### src/design/command_deque_overwrite_assert.svh
// ----------------------------------------------------------------------------
// Command deque assertions: shared assertion macros
// Each macro expects signals named clk and arst_n in the using scope.
// ----------------------------------------------------------------------------
`ifndef COMMAND_DEQUE_OVERWRITE_ASSERT_SVH
`define COMMAND_DEQUE_OVERWRITE_ASSERT_SVH

// Check that a condition holds at every clock edge outside reset.
`define CDQ_ASSERT_ALWAYS(lbl, cond, msg) \
	lbl: assert property (@(posedge clk) disable iff (!arst_n) (cond)) else $error(msg);

// Check that a trigger in one cycle implies a result in the next cycle.
`define CDQ_ASSERT_NEXT(lbl, trig, cons, msg) \
	lbl: assert property (@(posedge clk) disable iff (!arst_n) (trig) |=> (cons)) \
		else $error(msg);

`endif

### src/design/cdq_pkg.sv
// ----------------------------------------------------------------------------
// Command deque package
// Shared request and status codes, field widths and parameter defaults.
// ----------------------------------------------------------------------------
`default_nettype none

package cdq_pkg;

	// Parameter defaults.
	localparam int DEPTH_DEF      = 16;
	localparam int ENTRY_BITS_DEF = 32;

	// Fixed field widths of the stream payloads.
	localparam int REQ_BITS    = 2;
	localparam int DATA_BITS   = 32;
	localparam int STATUS_BITS = 2;
	localparam int COUNT_BITS  = 5;
	localparam int S_TDATA_W   = 32;
	localparam int M_TDATA_W   = 40;

	// Request codes.
	typedef enum logic [REQ_BITS-1:0] {
		REQ_PUSH_BACK  = 2'd0,
		REQ_PUSH_FRONT = 2'd1,
		REQ_POP        = 2'd2
	} req_t;

	// Result status codes.
	typedef enum logic [STATUS_BITS-1:0] {
		ST_OK    = 2'd0,
		ST_FULL  = 2'd1,
		ST_EMPTY = 2'd2
	} status_t;

endpackage

`default_nettype wire

### src/design/cdq_ram.sv
// ----------------------------------------------------------------------------
// Command deque RAM
// Generic single-write, single-read memory with a registered read port.
// ----------------------------------------------------------------------------
`default_nettype none

module cdq_ram #(
	parameter int WIDTH = 32,
	parameter int DEPTH = 16
) (
	input  wire logic                     clk,
	input  wire logic                     we,
	input  wire logic [$clog2(DEPTH)-1:0] waddr,
	input  wire logic [WIDTH-1:0]         wdata,
	input  wire logic                     re,
	input  wire logic [$clog2(DEPTH)-1:0] raddr,
	output logic      [WIDTH-1:0]         rdata
);

	logic [WIDTH-1:0] mem [DEPTH];

	// Write port and registered read port; read data holds while re is low.
	always_ff @(posedge clk) begin
		if (we) begin
			mem[waddr] <= wdata;
		end
		if (re) begin
			rdata <= mem[raddr];
		end
	end

endmodule

`default_nettype wire

### src/design/command_deque_overwrite.sv
// ----------------------------------------------------------------------------
// Command deque with overwrite of the oldest entry
// Circular queue in one RAM with front and rear pointers and an entry count.
// Pushes to the back or front, pops from the front; a push into a full queue
// writes at the rear and drops the oldest entry.
// ----------------------------------------------------------------------------
//  Channel   Direction  Payload
//  s_axis    in         tuser: req_type; tdata: entry_data
//  m_axis    out        tuser: status; tdata: read_data, entry_count
//
//  One request is taken per cycle while the output is not stalled; each result
//  passes through the RAM read stage, then the output register.
//  Pointers and count update at the input transfer, so the next request sees
//  them at once; the only memory access per request is at most one write or one read.
//  A stalled output register holds the read stage, which then blocks input.
//  arst_n clears pointers, count and valid flags; RAM contents are not reset.
// ----------------------------------------------------------------------------
`default_nettype none

`include "command_deque_overwrite_assert.svh"

module command_deque_overwrite #(
	parameter int DEPTH      = cdq_pkg::DEPTH_DEF,
	parameter int ENTRY_BITS = cdq_pkg::ENTRY_BITS_DEF
) (
	input  wire logic                          clk,
	input  wire logic                          arst_n,
	input  wire logic                          s_axis_tvalid,
	output logic                               s_axis_tready,
	// [31:0] entry_data
	input  wire logic [cdq_pkg::S_TDATA_W-1:0] s_axis_tdata,
	// [1:0] req_type
	input  wire logic [cdq_pkg::REQ_BITS-1:0]  s_axis_tuser,
	output logic                               m_axis_tvalid,
	input  wire logic                          m_axis_tready,
	// [31:0] read_data, [36:32] entry_count, [39:37] zero
	output logic [cdq_pkg::M_TDATA_W-1:0]      m_axis_tdata,
	// [1:0] status
	output logic [cdq_pkg::STATUS_BITS-1:0]    m_axis_tuser
);

	localparam int PTR_W = $clog2(DEPTH);
	localparam int CNT_W = $clog2(DEPTH + 1);
	localparam int PAD_W = cdq_pkg::M_TDATA_W - cdq_pkg::DATA_BITS - cdq_pkg::COUNT_BITS;

	// Queue state.
	logic [PTR_W-1:0] front_q, rear_q;
	logic [CNT_W-1:0] count_q;

	// Read stage and output register.
	logic                                valid_s1;
	cdq_pkg::status_t                    status_s1;
	logic                                pop_s1;
	logic [cdq_pkg::COUNT_BITS-1:0]      count_s1;
	logic                                m_valid_q;
	logic [cdq_pkg::M_TDATA_W-1:0]       m_data_q;
	logic [cdq_pkg::STATUS_BITS-1:0]     m_user_q;

	// Next-state signals.
	logic             s_fire, advance, full, empty;
	logic [PTR_W-1:0] front_d, rear_d, front_next, front_prev, rear_next;
	logic [CNT_W-1:0] count_d;
	cdq_pkg::status_t status_d;
	logic             pop_ok;
	logic             pop_fire;
	logic             ram_we;
	logic [PTR_W-1:0] ram_waddr;
	logic [ENTRY_BITS-1:0] ram_wdata, ram_rdata;
	logic [63:0]      wdata_wide, rdata_wide;
	logic [15:0]      count_wide;
	logic [CNT_W:0]   rear_sum;
	logic [PTR_W-1:0] rear_expect;
	logic [CNT_W-1:0] count_dec;
	logic             full_push;
	logic             out_stall;

	// Handshake: the read stage moves on when the output register is free.
	assign advance       = valid_s1 && (!m_valid_q || m_axis_tready);
	assign s_axis_tready = !valid_s1 || advance;
	assign s_fire        = s_axis_tvalid && s_axis_tready;

	// Pointer stepping modulo DEPTH.
	assign full       = (count_q == CNT_W'(DEPTH));
	assign empty      = (count_q == '0);
	assign front_next = (front_q == PTR_W'(DEPTH - 1)) ? '0 : front_q + PTR_W'(1);
	assign front_prev = (front_q == '0) ? PTR_W'(DEPTH - 1) : front_q - PTR_W'(1);
	assign rear_next  = (rear_q == PTR_W'(DEPTH - 1)) ? '0 : rear_q + PTR_W'(1);

	// Store data is masked to the entry width.
	assign wdata_wide = {32'd0, s_axis_tdata};
	assign ram_wdata  = wdata_wide[ENTRY_BITS-1:0];

	// Request decode: pointer, count and memory write for one request.
	always_comb begin
		front_d   = front_q;
		rear_d    = rear_q;
		count_d   = count_q;
		status_d  = cdq_pkg::ST_OK;
		pop_ok    = 1'b0;
		ram_we    = 1'b0;
		ram_waddr = rear_q;
		unique case (cdq_pkg::req_t'(s_axis_tuser)) inside
			cdq_pkg::REQ_PUSH_BACK, cdq_pkg::REQ_PUSH_FRONT: begin
				ram_we = s_fire;
				if (full) begin
					rear_d   = rear_next;
					front_d  = front_next;
					status_d = cdq_pkg::ST_FULL;
				end else if (cdq_pkg::req_t'(s_axis_tuser) == cdq_pkg::REQ_PUSH_BACK) begin
					rear_d  = rear_next;
					count_d = count_q + CNT_W'(1);
				end else begin
					front_d   = front_prev;
					ram_waddr = front_prev;
					count_d   = count_q + CNT_W'(1);
				end
			end
			cdq_pkg::REQ_POP: begin
				if (empty) begin
					status_d = cdq_pkg::ST_EMPTY;
				end else begin
					pop_ok  = 1'b1;
					front_d = front_next;
					count_d = count_q - CNT_W'(1);
				end
			end
			default: begin
			end
		endcase
	end

	assign count_wide = 16'(count_d);
	assign pop_fire   = s_fire && pop_ok;

	// Entry store; a pop reads at the front pointer.
	cdq_ram #(
		.WIDTH(ENTRY_BITS),
		.DEPTH(DEPTH)
	) u_store (
		.clk  (clk),
		.we   (ram_we),
		.waddr(ram_waddr),
		.wdata(ram_wdata),
		.re   (pop_fire),
		.raddr(front_q),
		.rdata(ram_rdata)
	);

	assign rdata_wide = 64'(ram_rdata);

	// Control state: pointers, count and valid flags.
	always_ff @(posedge clk or negedge arst_n) begin
		if (!arst_n) begin
			front_q   <= '0;
			rear_q    <= '0;
			count_q   <= '0;
			valid_s1  <= 1'b0;
			m_valid_q <= 1'b0;
		end else begin
			if (s_fire) begin
				front_q <= front_d;
				rear_q  <= rear_d;
				count_q <= count_d;
			end
			if (s_fire) begin
				valid_s1 <= 1'b1;
			end else if (advance) begin
				valid_s1 <= 1'b0;
			end
			if (advance) begin
				m_valid_q <= 1'b1;
			end else if (m_axis_tready) begin
				m_valid_q <= 1'b0;
			end
		end
	end

	// Payload registers of the read stage and the output.
	always_ff @(posedge clk) begin
		if (s_fire) begin
			status_s1 <= status_d;
			pop_s1    <= pop_ok;
			count_s1  <= count_wide[cdq_pkg::COUNT_BITS-1:0];
		end
		if (advance) begin
			m_user_q <= status_s1;
			m_data_q <= {PAD_W'(0), count_s1, pop_s1 ? rdata_wide[31:0] : 32'd0};
		end
	end

	assign m_axis_tvalid = m_valid_q;
	assign m_axis_tdata  = m_data_q;
	assign m_axis_tuser  = m_user_q;

	// Expected rear pointer from front and count, for checking.
	assign rear_sum    = (CNT_W + 1)'(front_q) + (CNT_W + 1)'(count_q);
	assign rear_expect = (rear_sum >= (CNT_W + 1)'(DEPTH)) ?
		PTR_W'(rear_sum - (CNT_W + 1)'(DEPTH)) : PTR_W'(rear_sum);

	// Helper terms for the checks below.
	assign count_dec = count_q - CNT_W'(1);
	assign full_push = ram_we && full;
	assign out_stall = m_valid_q && !m_axis_tready;

	`CDQ_ASSERT_ALWAYS(a_count_range, count_q <= CNT_W'(DEPTH), "entry count exceeds depth")
	`CDQ_ASSERT_ALWAYS(a_ptr_consistent, rear_q == rear_expect, "rear pointer off front plus count")
	`CDQ_ASSERT_NEXT(a_full_push, full_push, status_s1 == cdq_pkg::ST_FULL && full, "full push missed")
	`CDQ_ASSERT_NEXT(a_pop_count, pop_fire, pop_s1 && count_q == $past(count_dec), "pop count off")
	`CDQ_ASSERT_ALWAYS(a_stall_blocks, !(valid_s1 && out_stall && s_axis_tready), "input taken in stall")

endmodule

`default_nettype wire

### config.mk
export PLATFORM = sky130hd
export DESIGN_NAME = command_deque_overwrite
export DESIGN_NICKNAME = d
export VERILOG_FILES = /design/src/design/cdq_pkg.sv /design/src/design/cdq_ram.sv /design/src/design/command_deque_overwrite.sv
export VERILOG_INCLUDE_DIRS = /design/src /design/src/design
export SDC_FILE = /design/constraint.sdc
export NUM_CORES = 1
export LEC_CHECK = 0
export BUFFER_PORTS_ARGS = -buffer_cell sky130_fd_sc_hd__buf_2
export CORE_UTILIZATION = 61
export DETAILED_ROUTE_END_ITERATION = 7
export GPL_ROUTABILITY_DRIVEN = 0
export PLACE_DENSITY = 0.79
export SYNTH_ARGS = -nofsm -noshare
export SYNTH_HDL_FRONTEND = slang
export SYNTH_HIERARCHICAL = 1
export SYNTH_SLANG_ARGS = --single-unit
### constraint.sdc
create_clock -name clk -period 6.7 [get_ports clk]
set_input_delay 1.34 -clock clk [delete_from_list [all_inputs] [get_ports clk]]
set_output_delay 1.34 -clock clk [all_outputs]
set_load 0.005 [all_outputs]
# --- Yosys cells after proc, flatten, opt, wreduce, memory -nomap -nowiden ---
# Memories as Yosys holds them, arrays and structs flattened. A register that Yosys moved wholly into a read port is not among the register bits.
# Index checks and enable logic that the tools add are counted.
totals:
  reg_bits: 62
  ramBits: 512
  word_cells: 68
  mem_count: 1
mem_list:
  columns: ["memory", "depth", "word_bits", "read_ports", "rd_clocked_by_memory_dff", "wr", "line_no", "source"]
  rows:
  - ["u_store.mem", 16, 32, 1, 1, 1, "cdq_ram.sv:20", "logic [WIDTH-1:0] mem [DEPTH];"]
classes:
  addsub: 5
  eq_ne: 7
  mux: 27
  n_reduce_logical: 17
op_table:
  columns: ["op", "n"]
  rows:
  - ["$mux W4", 11]
  - ["$mux W1", 10]
  - ["$mux W5", 2]
  - ["$pmux W5 S2", 1]
  - ["$add A4 B1 Y4 const B", 2]
  - ["$eq A4 B4 Y1 const B", 2]
  - ["$pmux W4 S2", 1]
  - ["$reduce_bool A2 Y1", 4]
  - ["$add A5 B1 Y5 const B", 1]
  - ["$eq A5 B5 Y1 const B", 1]
  - ["$logic_not A5 Y1", 1]
  - ["$sub A5 B1 Y5 const B", 1]
  - ["$logic_not A4 Y1", 1]
  - ["$pmux W2 S2", 1]
  - ["$reduce_and A4 Y1", 1]
  - ["$sub A4 B1 Y4 const B", 1]
  - ["$logic_and A1 B1 Y1", 3]
  - ["$ne A3 B3 Y1 const B", 1]
  - ["$reduce_and A3 Y1", 1]
  - ["$eq A2 B1 Y1 const B", 1]
  - ["$eq A2 B2 Y1 const B", 1]
  - ["$logic_not A1 Y1", 2]
  - ["$logic_not A2 Y1", 1]
  - ["$logic_or A1 B1 Y1", 2]
  - ["3 further kinds", 3]

# --- Depth between registers and ports, before layout ---
depth:
  ltp_word: 8
  mapped_depth: 8

# --- Modules after synthesis ---
# Netlist, hierarchy kept.
modules_own_cells:
  columns: ["mod", "instances", "cells_per_inst", "area_each_um2", "seq_area_each_um2"]
  rows:
  - ["cdq_ram", 1, 838, 20174.3, 16335.7]
  - ["command_deque_overwrite", 1, 221, 2829.0, 1786.7]

# --- Least setup slack after synthesis ---
# No wires, ideal clock.
synth_timing:
  path_kind: "input port to flip-flop"
  start: "input port s_axis_tuser[0] in the netlist's numbering"
  end: "memory u_store.mem[0][0], enable pin"
  arrival_ns: 4.761
  required_time_ns: 6.239
  setup_slack_ns: 1.478
  stages: 6
  path_buffers: 1
  path_cell_list: "clkbuf_1 nand3_1 nand2_1 o21ai_0 or3b_2 nor3_1"
synth_between:
  elab_cells_between_ends: 9
synth_lines:
  columns: ["element", "line_no", "source"]
  rows:
  - ["start: declaration", "command_deque_overwrite.sv:33", "input wire logic [cdq_pkg::REQ_BITS-1:0] s_axis_tuser,"]
  - ["$logic_not A2 Y1", "command_deque_overwrite.sv:109", "end else if (cdq_pkg::req_t'(s_axis_tuser) == cdq_pkg::REQ_PUSH_BACK) begin"]
  - ["$mux W4", "command_deque_overwrite.sv:109", null]
  - ["$mux W4", "command_deque_overwrite.sv:105", "if (full) begin"]
  - ["$mux W4 *", "command_deque_overwrite.sv:102", "unique case (cdq_pkg::req_t'(s_axis_tuser)) inside"]
  - ["via ram_waddr[2]", "command_deque_overwrite.sv:67", "logic [PTR_W-1:0] ram_waddr;"]
  - ["end: declaration", "cdq_ram.sv:20", null]
# Mark *: on every way through the listed nets, which the timed path passes. The rest lies on a longest branch.

# --- Worst setup path after layout ---
layout_timing:
  start: "register front_q[0]"
  end: "memory u_store.mem[14][17], enable pin"
layout_between:
  elab_chain_cells: 5
  elab_cells_between_ends: 6
layout_rtl:
  columns: ["element", "line_no", "source"]
  rows:
  - ["start: declaration", "command_deque_overwrite.sv:47", "logic [PTR_W-1:0] front_q, rear_q;"]
  - ["start signal: assignment", "command_deque_overwrite.sv:161", "front_q <= front_d;"]
  - ["$sub A4 B1 Y4 or $logic_not A4 Y1 (tied branches)", "command_deque_overwrite.sv:86", "assign front_prev = (front_q == '0) ? PTR_W'(DEPTH - 1) : front_q - PTR_W'(1);"]
  - ["$mux W4 *", "command_deque_overwrite.sv:86", null]
  - ["$mux W4 *", "command_deque_overwrite.sv:109", null]
  - ["$mux W4 *", "command_deque_overwrite.sv:105", null]
  - ["$mux W4 *", "command_deque_overwrite.sv:102", null]
  - ["via ram_waddr[1]", "command_deque_overwrite.sv:67", null]
# Marked as above.

==> run metrics <==
total power approximately 10000 uW; Via density 6.42; pwr/cell area roughly 380 nW/um^2; RSZ-0062 raised after global routing false; Synth cell types between 50 and 60; Yosys reg bits between 600 and 700; clk_lat worst skew roughly 0.60 ns; drt drc 0; ys async rst share around 2.5%; Final Cycle Share about two thirds; post-CTS repair timing setup buffer count 0; initial core utilization 62.4%; Worst Path Buf+Inv 1; mux share of post-synthesis cell area about an eighth; Sink Count 606; synthesis-to-layout area growth 11.6%; cts hold-fix bufs 0; Synth Area in XOR/XNOR less than 1%; initial antenna violation count 1; first-pass GRT wire length roughly 70000 um; vias in the first global route about 11000; maximum vdd ir drop ~260 uV; nature of the critical path startpoint register; MaxCap Viol Count 0; CTS root buf clkbuf_16; CP Max Fanout 47; highest clock rate approximately 230 MHz; DR pass1 iterations 5; Placeable Area between 30000 and 40000 um^2; Finished Core Util between 60% and 70%; vias 10900; Relative slew margins 8.12%; Final #Nets roughly 1200; main combinational cell family by area after synthesis multiplexers; fin crit period roughly 4.3 ns; Post-synth EDFFs ~590; post-DR wirelength/cell 27.2 um; CTS buffer count 57; Final Non-Filler Cells ~1700; skew final between 0.01 and 0.015 ns; Synth Instances 1059; Post-Synth Simple-Gate Area under 10%; clk slew on worst S/H paths roughly 0.060 ns; reg2reg setup slack 2.36 ns; register area share after synthesis about 80%; die extent in x approximately 200 um; GRT Total Usage 25.2%; Sum Neg Setup Slack 0 ns; Final Max Slew Viols 0; DR iter-0 viols 872; CP endpoint kind register; worst path arrival time around 4.5 ns; number of fill cells in the layout between 2000 and 2500; port bufs between 70 and 80; crit path kind reg -> reg; GRT overflow 0; required time worst endpoint approximately 6.9 ns; H-tree Lvls 2; # IOs 82; Syn Area/Cell 21.7 um^2; CP Cell Sequence inv_1 -> ha_1 -> o21ai_0 -> nand2b_1 -> nor2_4; P_leak around 0.008 uW; Crit path max-delay family simple AND/OR/NAND/NOR gates; Die ar. approximately 38000 um^2; Final Hold Fails 0; yosys warns 6; Worst-Margin Slew between 1 and 1.5 ns; Post-Synth Adder-Cell Area 0.272%; Chip Height between 150 and 200 um; Cells after DPL 1600; share of post-route cells with drive strength above 1 between 20 and 30%; row count 70; HP Class reg -> reg; clk buf depth 3; Detail Route Antenna Nets 0; largest net degree at the start of global routing between 70 and 80; Max stage delay cell, worst path nor2_4; post-synthesis compound-gate area fraction approximately 3.2%; CP max stage delay roughly 1.1 ns; mapped cell area between 20000 and 25000 um^2; post-cts sizing count 0; Primary FF master, synth edfxtp_1; CTS tree built; post-detail-place hpwl approximately 24000 um; Final setup viols 0; drt total wl approximately 46000 um; status complete, no violations
[worst register-to-register path, delay by kind of cell, from the launching register on]
kind                     cells  cell delay [ns]
adder cells (fa/ha/maj)      1             0.36
flip-flops                   1             1.03
buffers and inverters        1             0.15
AO/OA/AOI/OAI                1             0.81
AND/OR/NAND/NOR              2             1.58
[cell usage in the layout (no fill, tap or decap), types with 10 or more instances in the layout]
master / Yosys / layout
a22oi_1: 65 / 65
nor2_4: 0 / 13
and2_1: 34 / 32
dfrtp_1: 15 / 13
clkbuf_1: 23 / 14
o21ai_0: 10 / 10
buf_4: 14 / 12
buf_2: 6 / 78
clkbuf_16: 0 / 59
nor2_1: 23 / 10
nand3_1: 10 / 10
nand2_1: 45 / 45
clkinv_1: 0 / 15
mux4_2: 128 / 128
edfxtp_1: 591 / 591
[metrics by stage]
step | instance area, um^2 | setup WS [ns] | hold WS [ns]
global route | 25700 | 2.08 | 0.433
finish | 25700 | 2.36 | 0.414
global placement | 24000 | 2.13 | 0.406
detailed placement | 24000 | 1.93 | 0.406
floorplan | 23000 | 1.48 | 0.400
CTS | 25700 | 2.35 | 0.418
[logic make-up (layout without fill, tap and decap cells)]
family / count (synthesis) / in the layout
flip-flops: 606 / 606
other: 1 / 4
multiplexers: 134 / 134
adder cells (fa/ha/maj): 5 / 5
AND/OR/NAND/NOR: 145 / 145
XOR/XNOR: 6 / 6
AO/OA/AOI/OAI: 99 / 99
buffers and inverters: 63 / 198
[cell type report]
| type | count | area, um^2 | share of cell area [%] |
|---|---|---|---|
| multi-input combinational | 392 | 4710 | 18.4 |
| sequential | 606 | 18100 | 70.6 |
| timing repair buffer | 90 | 480 | 1.87 |
| antenna | 1 | 2.50 | 0.00975 |
| clock inverter | 27 | 151 | 0.590 |
| inverter | 8 | 30.0 | 0.117 |
| clock buffer | 73 | 1530 | 5.96 |
| tap | 504 | 631 | 2.46 |
[per-layer routing]
metal / routed length [um] / track usage, % / share of wire (%) / vias up
li1: - / - / - / 4592
met1: 18200 / 34.8 / 39 / 5734
met2: 23700 / 41.5 / 51 / 505
met3: 3170 / 4.11 / 6.9 / 82
met4: 1210 / 9.17 / 2.6 / 0
met5: 0 / 0 / 0 / -
[power breakdown]
group	leakage, uW	switching, uW	internal (uW)
clock network	0.000821	1310	1630
registers	0.00554	270	4470
logic	0.00185	1140	994
[state kept, by name, indices dropped and copies added (netlist names), 2 cells and up]
signal and cells:
m_axis_tuser 2, rear_q 4, count_s1 5, m_axis_tdata 37
u_store/rdata 32, front_q 4, u_store/mem 512, count_q 5
status_s1 2
[worst paths after layout]
check                                  startpoint                            end  cells past startpoint
min in group asynchronous                  arst_n         front_q[0]$_DFFE_PN0P_                      1
setup / recovery           front_q[0]$_DFFE_PN0P_  u_store/mem[14][17]$_DFFE_PP_                      5
max in group asynchronous                  arst_n         front_q[1]$_DFFE_PN0P_                      1
hold reg to reg             count_s1[1]$_DFFE_PN_     m_axis_tdata[33]$_DFFE_PP_                      0
setup reg to reg           front_q[0]$_DFFE_PN0P_  u_store/mem[14][17]$_DFFE_PP_                      5
hold / removal              count_s1[1]$_DFFE_PN_     m_axis_tdata[33]$_DFFE_PP_                      0
[cells in the mapped netlist, drive strengths merged (2+ instances only)]
cell	instances	share of area [%]
o31ai	4	0.15
o22ai	3	0.082
nand3	10	0.22
or3	2	0.054
buf	32	0.88
nand2b	8	0.22
o211ai	2	0.065
mux2	6	0.29
xor2	2	0.076
nor2	23	0.38
inv	8	0.13
and2	34	0.92
nand3b	3	0.098
a31oi	3	0.082
ha	5	0.27
xnor2	4	0.15
nor3	6	0.13
a22oi	65	2.1
or4b	2	0.10
a21oi	3	0.082
o311ai	2	0.11
o21ai	10	0.22
clkbuf	23	0.38
nand2	45	0.73
nor4b	2	0.10
dfrtp	15	1.6
mux4	128	13
edfxtp	591	77
nor2b	3	0.082
or3b	2	0.076
Power figures use the tool's default switching activity.
